<file path="src/design/mbsp_pkg.sv">
package mbsp_pkg;

    localparam logic [3:0] EV_NONE     = 4'd0;
    localparam logic [3:0] EV_NOTE_ON  = 4'd1;
    localparam logic [3:0] EV_NOTE_OFF = 4'd2;
    localparam logic [3:0] EV_CC       = 4'd3;
    localparam logic [3:0] EV_PROGRAM  = 4'd4;
    localparam logic [3:0] EV_CLOCK    = 4'd5;
    localparam logic [3:0] EV_START    = 4'd6;
    localparam logic [3:0] EV_CONTINUE = 4'd7;
    localparam logic [3:0] EV_STOP     = 4'd8;

    localparam logic [7:0] ST_CLOCK    = 8'hF8;
    localparam logic [7:0] ST_START    = 8'hFA;
    localparam logic [7:0] ST_CONTINUE = 8'hFB;
    localparam logic [7:0] ST_STOP     = 8'hFC;

    localparam logic [3:0] TY_NOTE_OFF = 4'h8;
    localparam logic [3:0] TY_NOTE_ON  = 4'h9;
    localparam logic [3:0] TY_CC       = 4'hB;
    localparam logic [3:0] TY_PROGRAM  = 4'hC;
    localparam logic [3:0] TY_PRESSURE = 4'hD;
    localparam logic [3:0] TY_SYSTEM   = 4'hF;

    localparam logic [1:0] POS_IDLE   = 2'd0;
    localparam logic [1:0] POS_STATUS = 2'd1;
    localparam logic [1:0] POS_FIRST  = 2'd2;

    localparam logic [1:0] LEN_ONE   = 2'd1;
    localparam logic [1:0] LEN_TWO   = 2'd2;
    localparam logic [1:0] LEN_THREE = 2'd3;

    typedef struct packed {
        logic [7:0] last_status;
        logic [6:0] pending_data;
        logic [1:0] byte_position;
    } t_state;

    typedef struct packed {
        logic [3:0] event_kind;
        logic [3:0] channel;
        logic [6:0] key_or_number;
        logic [6:0] amount;
        logic [1:0] raw_length;
        logic [7:0] raw_first;
        logic [6:0] raw_second;
        logic [6:0] raw_third;
    } t_result;

endpackage

</file>
<file path="src/design/mbsp_decode.sv">
module mbsp_decode
    import mbsp_pkg::*;
(
    input  logic [7:0] i_byte,
    input  t_state     i_state,
    output t_state     o_next_state,
    output logic       o_emit,
    output t_result    o_result
);

    logic [3:0] status_type;
    logic [3:0] status_chan;
    logic [6:0] data;
    logic [1:0] pos_eff;

    assign status_type = i_state.last_status[7:4];
    assign status_chan = i_state.last_status[3:0];
    assign data        = i_byte[6:0];

    always_comb begin
        o_next_state = i_state;
        o_emit       = 1'b0;
        o_result     = '0;
        pos_eff      = i_state.byte_position;

        if (i_byte[7]) begin
            case (i_byte)
                ST_CLOCK:    o_result.event_kind = EV_CLOCK;
                ST_START:    o_result.event_kind = EV_START;
                ST_CONTINUE: o_result.event_kind = EV_CONTINUE;
                ST_STOP:     o_result.event_kind = EV_STOP;
                default:     o_result.event_kind = EV_NONE;
            endcase
            o_next_state.last_status   = i_byte;
            o_next_state.byte_position = POS_STATUS;
            o_emit                     = 1'b1;
            o_result.raw_length        = LEN_ONE;
            o_result.raw_first         = i_byte;
        end else begin
            if (!(i_state.byte_position inside {POS_STATUS, POS_FIRST})) begin
                pos_eff = (status_type == TY_SYSTEM) ? POS_IDLE : POS_STATUS;
            end
            case (pos_eff)
                POS_STATUS: begin
                    if (status_type == TY_PROGRAM) begin
                        o_next_state.byte_position = POS_IDLE;
                        o_emit                 = 1'b1;
                        o_result.event_kind    = EV_PROGRAM;
                        o_result.channel       = status_chan;
                        o_result.key_or_number = data;
                        o_result.raw_length    = LEN_TWO;
                        o_result.raw_first     = i_state.last_status;
                        o_result.raw_second    = data;
                    end else if (status_type == TY_PRESSURE) begin
                        o_next_state.byte_position = POS_IDLE;
                        o_emit              = 1'b1;
                        o_result.raw_length = LEN_TWO;
                        o_result.raw_first  = i_state.last_status;
                        o_result.raw_second = data;
                    end else begin
                        o_next_state.pending_data  = data;
                        o_next_state.byte_position = POS_FIRST;
                    end
                end
                POS_FIRST: begin
                    o_next_state.byte_position = POS_IDLE;
                    o_emit              = 1'b1;
                    o_result.raw_length = LEN_THREE;
                    o_result.raw_first  = i_state.last_status;
                    o_result.raw_second = i_state.pending_data;
                    o_result.raw_third  = data;
                    case (status_type)
                        TY_NOTE_OFF, TY_NOTE_ON, TY_CC: begin
                            o_result.channel       = status_chan;
                            o_result.key_or_number = i_state.pending_data;
                            o_result.amount        = data;
                            if (status_type == TY_CC) begin
                                o_result.event_kind = EV_CC;
                            end else if (status_type == TY_NOTE_ON && data != 7'd0) begin
                                o_result.event_kind = EV_NOTE_ON;
                            end else begin
                                o_result.event_kind = EV_NOTE_OFF;
                            end
                        end
                        default: o_result.event_kind = EV_NONE;
                    endcase
                end
                default: begin
                    // data after a system status with nothing pending is dropped
                    o_emit = 1'b0;
                end
            endcase
        end
    end

endmodule

</file>
<file path="src/design/mbsp_out_reg.sv">
module mbsp_out_reg
    import mbsp_pkg::*;
(
    input  logic    i_clk,
    input  logic    i_rst_n,
    input  logic    i_load,
    input  t_result i_result,
    input  logic    i_stall,
    output logic    o_can_load,
    output logic    o_valid,
    output t_result o_result
);

    logic    r_valid;
    logic    n_valid;
    t_result r_result;

    assign o_can_load = !r_valid || !i_stall;

    always_comb begin
        n_valid = r_valid;
        if (i_load) begin
            n_valid = 1'b1;
        end else if (!i_stall) begin
            n_valid = 1'b0;
        end
    end

    always_ff @(posedge i_clk) begin
        if (!i_rst_n) begin
            r_valid <= 1'b0;
        end else begin
            r_valid <= n_valid;
        end
    end

    always_ff @(posedge i_clk) begin
        if (i_load) begin
            r_result <= i_result;
        end
    end

    assign o_valid  = r_valid;
    assign o_result = r_result;

endmodule

</file>
<file path="src/design/midi_byte_stream_parser.sv">
// channel  | direction | signals
// input    | in        | i_valid, o_stall, i_midi_byte
// result   | out       | o_valid, i_stall, o_event_kind .. o_raw_third
//
// one byte per cycle sustained while the result register is not full and stalled; a beat
// passes from acceptance through the input register, then decode into the result register
// reset clears the stored status, pending data byte and position to zero
// o_stall rises only when the input register holds a byte that produces a
// result while the result register is full and stalled
module midi_byte_stream_parser
    import mbsp_pkg::*;
(
    input  logic       i_clk,
    input  logic       i_rst_n,
    input  logic       i_valid,
    output logic       o_stall,
    input  logic [7:0] i_midi_byte,
    output logic       o_valid,
    input  logic       i_stall,
    output logic [3:0] o_event_kind,
    output logic [3:0] o_channel,
    output logic [6:0] o_key_or_number,
    output logic [6:0] o_amount,
    output logic [1:0] o_raw_length,
    output logic [7:0] o_raw_first,
    output logic [6:0] o_raw_second,
    output logic [6:0] o_raw_third
);

    logic       r_in_valid;
    logic       n_in_valid;
    logic [7:0] r_in_byte;
    t_state     r_state;
    t_state     n_state;
    logic       emit;
    t_result    result;
    t_result    out_result;
    logic       can_load;
    logic       advance;
    logic       accept;

    mbsp_decode u_decode (
        .i_byte       (r_in_byte),
        .i_state      (r_state),
        .o_next_state (n_state),
        .o_emit       (emit),
        .o_result     (result)
    );

    assign advance = r_in_valid && (!emit || can_load);
    assign o_stall = r_in_valid && !advance;
    assign accept  = i_valid && !o_stall;

    always_comb begin
        n_in_valid = r_in_valid;
        if (accept) begin
            n_in_valid = 1'b1;
        end else if (advance) begin
            n_in_valid = 1'b0;
        end
    end

    always_ff @(posedge i_clk) begin
        if (!i_rst_n) begin
            r_in_valid <= 1'b0;
            r_state    <= '0;
        end else begin
            r_in_valid <= n_in_valid;
            if (advance) begin
                r_state <= n_state;
            end
        end
    end

    always_ff @(posedge i_clk) begin
        if (accept) begin
            r_in_byte <= i_midi_byte;
        end
    end

    mbsp_out_reg u_out_reg (
        .i_clk      (i_clk),
        .i_rst_n    (i_rst_n),
        .i_load     (advance && emit),
        .i_result   (result),
        .i_stall    (i_stall),
        .o_can_load (can_load),
        .o_valid    (o_valid),
        .o_result   (out_result)
    );

    assign o_event_kind    = out_result.event_kind;
    assign o_channel       = out_result.channel;
    assign o_key_or_number = out_result.key_or_number;
    assign o_amount        = out_result.amount;
    assign o_raw_length    = out_result.raw_length;
    assign o_raw_first     = out_result.raw_first;
    assign o_raw_second    = out_result.raw_second;
    assign o_raw_third     = out_result.raw_third;

`ifndef SYNTH
    a_pos_never_three: assert property (@(posedge i_clk) disable iff (!i_rst_n)
        r_state.byte_position != 2'd3)
        else $error("byte position reached unused code");

    a_status_sets_pos: assert property (@(posedge i_clk) disable iff (!i_rst_n)
        (advance && r_in_byte[7]) |=> (r_state.byte_position == POS_STATUS))
        else $error("status beat did not restart assembly");

    a_note_on_shape: assert property (@(posedge i_clk) disable iff (!i_rst_n)
        (o_valid && o_event_kind == EV_NOTE_ON) |->
            (o_raw_length == LEN_THREE && o_amount != 7'd0))
        else $error("note on with bad length or zero velocity");

    a_realtime_len: assert property (@(posedge i_clk) disable iff (!i_rst_n)
        (o_valid && (o_event_kind == EV_CLOCK || o_event_kind == EV_START ||
                     o_event_kind == EV_CONTINUE || o_event_kind == EV_STOP)) |->
            (o_raw_length == LEN_ONE && o_raw_first[7]))
        else $error("realtime event not a single status beat");

    a_raw_len_nonzero: assert property (@(posedge i_clk) disable iff (!i_rst_n)
        o_valid |-> (o_raw_length != 2'd0))
        else $error("result beat with zero raw length");
`endif

endmodule

</file>
<file path="config.mk">
export PLATFORM = sky130hd
export DESIGN_NAME = midi_byte_stream_parser
export DESIGN_NICKNAME = d
export VERILOG_FILES = /design/src/design/mbsp_pkg.sv /design/src/design/mbsp_decode.sv /design/src/design/mbsp_out_reg.sv /design/src/design/midi_byte_stream_parser.sv
export SDC_FILE = /design/constraint.sdc
export NUM_CORES = 1
export LEC_CHECK = 0
export BUFFER_PORTS_ARGS = -buffer_cell sky130_fd_sc_hd__buf_2
export CORE_MARGIN = 10
export CORE_UTILIZATION = 49
export DETAILED_ROUTE_END_ITERATION = 8
export PLACE_DENSITY = 0.75
export SYNTH_ARGS = -nofsm -noshare
export SYNTH_HDL_FRONTEND = slang
export SYNTH_SLANG_ARGS = --single-unit
export TNS_END_PERCENT = 5
</file>
<file path="constraint.sdc">
create_clock -name i_clk -period 2.7 [get_ports i_clk]
set_input_delay 0.27 -clock i_clk [delete_from_list [all_inputs] [get_ports i_clk]]
set_output_delay 0.27 -clock i_clk [all_outputs]
set_load 0.02 [all_outputs]
</file>
==> results of run 1 <==
## layout by cell type, fill, tap and decap left out, drive strengths merged, types with 6 or more instances in the layout
cell / n
buf: 67
nor2: 28
clkbuf: 11
mux2i: 14
edfxtp: 54
and2: 18
clkinv: 6
nand2: 25
dfxtp: 19
a22o: 6
a22oi: 14
## registers in the layout, indices dropped and copies added, names as in the netlist
name                count
u_out_reg.o_result     46
r_state                17
r_in_byte               8
r_in_valid              1
u_out_reg.o_valid       1
## area by class of cell
class / count / area, um^2 / area share (%)
clock buffers: 11 / 131 / 3.62
clock inverters: 5 / 23.8 / 0.655
inverters: 5 / 18.8 / 0.517
multi-input cells: 150 / 990 / 27.3
flip-flops and latches: 73 / 2000 / 55.2
well taps: 75 / 93.8 / 2.59
repair buffers: 67 / 368 / 10.1
## how the worst max path moves through the flow
stage | start | endpoint | cells after the start | slack, ps
floorplan | r_state[0] | u_out_reg.o_result[0] | 6 | 140
global placement | r_state[0] | u_out_reg.o_result[5] | 7 | 690
detailed placement | r_state[0] | u_out_reg.o_result[36] | 7 | 630
CTS | r_state[0] | o_stall | 6 | 440
global route | r_state[0] | o_stall | 6 | 360
finish | r_state[0] | o_stall | 6 | 450
## Yosys cell counts, drive strengths merged
cell type   n
edfxtp     54
nor2       28
nand2      25
dfxtp      19
and2       18
a22oi      14
mux2i      14
clkbuf     11
a22o        6
nand3       5
buf         4
inv         4
o21ai       4
a21oi       3
nor2b       3
nor3        3
o21a        3
and3        2
ha          2
nor4        2
o21ba       2
o221ai      2
o22ai       2
or3         2
a211oi      1
a21o        1
clkinv      1
nand3b      1
nand4b      1
o21bai      1
o311a       1
o311ai      1
or2         1
or4         1
xor2        1
## critical path: cells and delay by family (launching register included)
kind                     cells  cell delay, ps
AO/OA/AOI/OAI                2             320
adder cells (fa/ha/maj)      1             380
buffers and inverters        2             270
flip-flops                   1             420
AND/OR/NAND/NOR              1             240
## layer usage
layer,GRT usage (%),up-vias,part of all wire (%)
met2,20.3,101,46
met1,17.0,967,43
met3,4.64,6,9.9
met5,0,-,0
li1,-,1009,-
met4,5.51,0,0.77
## power by group through the flow
stage                     sequential [W]  combinational, W  clock (W)
after CTS                        0.00129          0.000229   0.000713
after floorplan                  0.00133          0.000127          0
after global placement           0.00131          0.000224          0
final                            0.00129          0.000227   0.000690
after global routing             0.00129          0.000248   0.000750
after detailed placement         0.00131          0.000228          0
## cell families after synthesis
kind of cell | after synthesis | share of synthesized area (%)
muxes | 14 | 4.56
and+or+nand+nor | 92 | 15.4
DFF | 73 | 65.2
xor gates and xnor gates | 1 | 0.285
buffers and inverters | 20 | 2.61
AOI/OAI and AO/OA | 41 | 11.1
adders and majority gates | 2 | 0.815
## metrics by stage
stage / area [um^2] / instances / hold slack [ps]
after floorplan: 3070 / 243 / 369
after global placement: 3470 / 370 / 446
after detailed placement: 3470 / 370 / 448
after CTS: 3630 / 386 / 84.9
after global routing: 3630 / 386 / 84.8
final: 3630 / 386 / 104
==> flow_summary.yaml, run 1 <==
place:
  numPortBuffers: 59
  routabilityCongestion: 0.938
  post-place-ws_ps: 626
  dp_hpwl_mm: 4.42
power_and_ir_drop:
  p_leak_nw: 1.39
  finalPower_w: 0.00220
  p_sw_w: 0.000547
  pwr-share-clk_pct: 31.3
  pwr-share-seq_pct: 58.4
  power_density_nw_per_um2: 608
  switching_share_pct: 24.8
  internal_power_w: 0.00166
  peakVddDrop_mv: 0.341
  combPwrFrac_pct: 10.3
detailed_routing:
  drt_iter0_markers: 243
  totalWireLength_mm: 6.48
  postRouteAntennaNets: 0
  vias: 2083
  drt_pass1_iterations: 4
  wl_per_cell_um: 16.8
  viasPerCell: 5.40
  drc: 0
min_path:
  hp-start: "i_midi_byte[3]"
  min_to: "r_in_byte[3]"
  hold_path_class: "in -> reg"
  hold_path_depth: 1
floorplan:
  core_um2: 5990
  boundaryPins: 60
  die_w_um: 99.2
  num_rows: 28
  start_util_pct: 51.3
  die_area_um2: 9840
  die_h_um: 99.2
setup_path:
  crit_path_max_fanout: 4
  critPathKind: "reg -> out"
  r2r_end: "u_out_reg.o_result[34]"
  cp-start-kind: "flip-flop"
  slowest_stage: "dfxtp_1"
  path_cells: "inv_1 -> ha_1 -> o21bai_4 -> o21ai_4 -> and3_2 -> buf_2"
  worstPathArrival_ps: 1980
  critPathRequiredTime_ps: 2430
  end_kind: "output pin"
  rr_startpoint: "r_state[0]"
  ff2ff_setup_slack_ps: 600
  reg2regPathDepth: 7
  cpPeakStageDelay_ps: 420
global_route:
  grt_max_degree: 47
  grt.overflow.total: 0
  antenna_found_initial: 0
  grt_usage_pct: 13.4
  grt_pass1_vias: 2068
  grt_pass1_wl_mm: 10.5
clock_network:
  numCtsBuffers: 9
  path_clk_slew_ps: 70
  cts_tree: "built"
  cts_setup_buffers: 0
  htreeDepth: 3
  clkSinkCount: 73
  ctsResizeCount: 0
  cts-root-buf: "clkbuf_8"
  clock_latency_ps: 340
  hold_buffers: 0
  clk_path_buf_depth: 2
status:
  status: "finished, final reports clean"
layout:
  antennaDiodeCount: 0
  nets: 320
  area.growth.synth_to_final_pct: 18.1
  drive_gt1_share_pct: 30.2
  final_util_pct: 60.5
  nFillCells: 483
synth:
  yosys.area.top_type: "edfxtp_1"
  seq_area_frac_synth_pct: 65.2
  ys_seq_elements: 73
  synth_top_area_share_pct: 52.8
  syn_inst: 243
  synth_area_leaders: "edfxtp_1 (53%), dfxtp_1 (12%), mux2i_1 (4.6%)"
  synth_fp_nets: 257
  synth.distinct_cells: 42
  yosys_warnings: 0
  synth.avg_cell_area_um2: 12.6
  synth_area_um2: 3070
run:
  maxCapViolCount: 0
timing:
  slew_headroom_pct: 59.0
  setup_violations: 0
  finalCritPeriodShare_pct: 83.4
  fin_skew_ps: 6.03
  fin_crit_ps: 2250
  finalMaxSlewViolations: 0
  fin_ws_ps: 449
  tightest_slew_ps: 615
  hold_viol: 0
  fmax_ghz: 0.444
  tns_ps: 0
  grt_setup_unrepaired: "false"
(Power assumes the default switching activity.)
==> run 2, diff against run 1 <==
==> constraint.sdc (replaced) <==
create_clock -name i_clk -period 2 [get_ports i_clk]
set_input_delay 0.2 -clock i_clk [delete_from_list [all_inputs] [get_ports i_clk]]
set_output_delay 0.2 -clock i_clk [all_outputs]
set_load 0.02 [all_outputs]
==> flow_summary.yaml, run 2 (synthesis results as in run 1) <==
status:
  status: "finished, final reports clean"
timing:
  fmax_ghz: 0.523
  finalMaxSlewViolations: 0
  fin_skew_ps: 8.27
  finalCritPeriodShare_pct: 95.7
  grt_setup_unrepaired: "false"
  hold_viol: 0
  tns_ps: 0
  tightest_slew_ps: 561
  fin_crit_ps: 1910
  slew_headroom_pct: 62.4
  setup_violations: 0
layout:
  drive_gt1_share_pct: 36.4
  final_util_pct: 64.0
  antennaDiodeCount: 0
  nets: 339
  layout_common_cells: "buf_2 (58), edfxtp_1 (54), buf_4 (27)"
  largest_register_ffs: 46
  final_common_cell: "buf_2"
  area.growth.synth_to_final_pct: 24.7
clock_network:
  clock_latency_ps: 350
  numCtsBuffers: 9
  clkSinkCount: 73
  cts_tree: "built"
  htreeDepth: 3
  cts-root-buf: "clkbuf_8"
  clk_path_buf_depth: 2
  path_clk_slew_ps: 70
place:
  routabilityCongestion: 0.956
  dp_hpwl_mm: 4.82
  numPortBuffers: 59
detailed_routing:
  postRouteAntennaNets: 0
  met1Wirelength_mm: 2.95
  vias: 2151
  drt_pass1_iterations: 5
  drc: 0
  totalWireLength_mm: 7.06
  wl_per_cell_um: 17.4
  route.top_layer_used: "met4"
  viasPerCell: 5.31
  wl_met3_um: 676
  wl_met2_mm: 3.36
  drt_iter0_markers: 212
floorplan:
  num_rows: 28
  die_w_um: 99.2
  die_area_um2: 9840
  boundaryPins: 60
  start_util_pct: 51.3
  die_h_um: 99.2
  core_um2: 5990
power_and_ir_drop:
  peakVddDrop_mv: 0.387
  power_density_nw_per_um2: 830
  p_leak_nw: 1.50
setup_path:
  critPathRequiredTime_ps: 1800
  worstPathArrival_ps: 1710
  critical_path_buf_inv_count: 2
  crit_path_max_fanout: 4
  slowest_stage: "dfxtp_4"
  cpPeakStageDelay_ps: 370
  path_cells: "inv_2 -> ha_1 -> o21bai_4 -> o21ai_4 -> and3_4 -> buf_4"
  end_kind: "output pin"
  crit_family: "flip-flops"
  cp-start-kind: "flip-flop"
  critPathKind: "reg -> out"
global_route:
  grt_pass1_vias: 2187
  grt.overflow.total: 0
  grt_pass1_wl_mm: 11.2
  grt_max_degree: 29
  grt_usage_pct: 14.4
  antenna_found_initial: 0
run:
  maxCapViolCount: 0
min_path:
  hold_path_class: "in -> reg"
run 2: cell count changes in the layout (fill, tap and decap cells not counted), moves of 2 or more:
| cell | delta |
|---|---|
| clkinvlp_4 | +2 |
| clkbuf_1 | -2 |
| inv_1 | -2 |
| buf_4 | +20 |
run 2: power breakdown:
| group | internal [W] | switching [W] |
|---|---|---|
| Combinational | 0.000141 | 0.000225 |
| Clock | 0.000562 | 0.000528 |
| Sequential | 0.00169 | 0.0000336 |
run 2: through the flow:
stage / power, W / setup slack (ps) / hold WS, ps / cell area [um^2] / instances
after floorplan: 0.00198 / -53.7 / 299 / 3100 / 243
after global placement: 0.00210 / 135 / 377 / 3580 / 381
after detailed placement: 0.00211 / 80.5 / 378 / 3580 / 381
after CTS: 0.00319 / 1.85 / 13.7 / 3770 / 398
after global routing: 0.00329 / 2.81 / 11.1 / 3830 / 405
final: 0.00318 / 86.6 / 25.9 / 3830 / 405
run 2: metal layers:
layer	GRT usage [%]	up-vias
li1	-	1045
met3	5.12	6
met2	21.2	92
met5	0	-
met4	7.72	0
met1	18.1	1008
run 2: worst reg2reg max path, stage by stage, from the launching register on:
cell and delay (ps):
dfxtp_4 370, inv_2 50, ha_1 220, o21bai_4 200
o21ai_4 170, nand3_2 150, clkinvlp_4 210, buf_12 210
run 2: final timing paths:
kind,from,to,slack [ps],depth (start not counted)
setup / recovery,r_state[0],o_stall,90,6
hold / removal,i_midi_byte[3],r_in_byte[3],30,1
setup reg to reg,r_state[0],u_out_reg.o_result[13],100,7
hold reg to reg,r_state[3],r_state[3],480,2
run 2: layout make-up:
class	instances	area (um^2)
fill	461	2160
timing repair buffer	86	513
clock buffer	9	124
multi-input combinational	150	1010
sequential	73	2010
inverter	5	22.5
tap	75	93.8
clock inverter	7	61.3
run 2: what timing repair did:
action	4_1_cts	5_1_grt
cloned	0	0
resized for setup	1	1
hold buffers	0	0
setup endpoints to repair	1	33
setup buffers	1	7
hold endpoints to repair	0	0
pin swaps	1	1
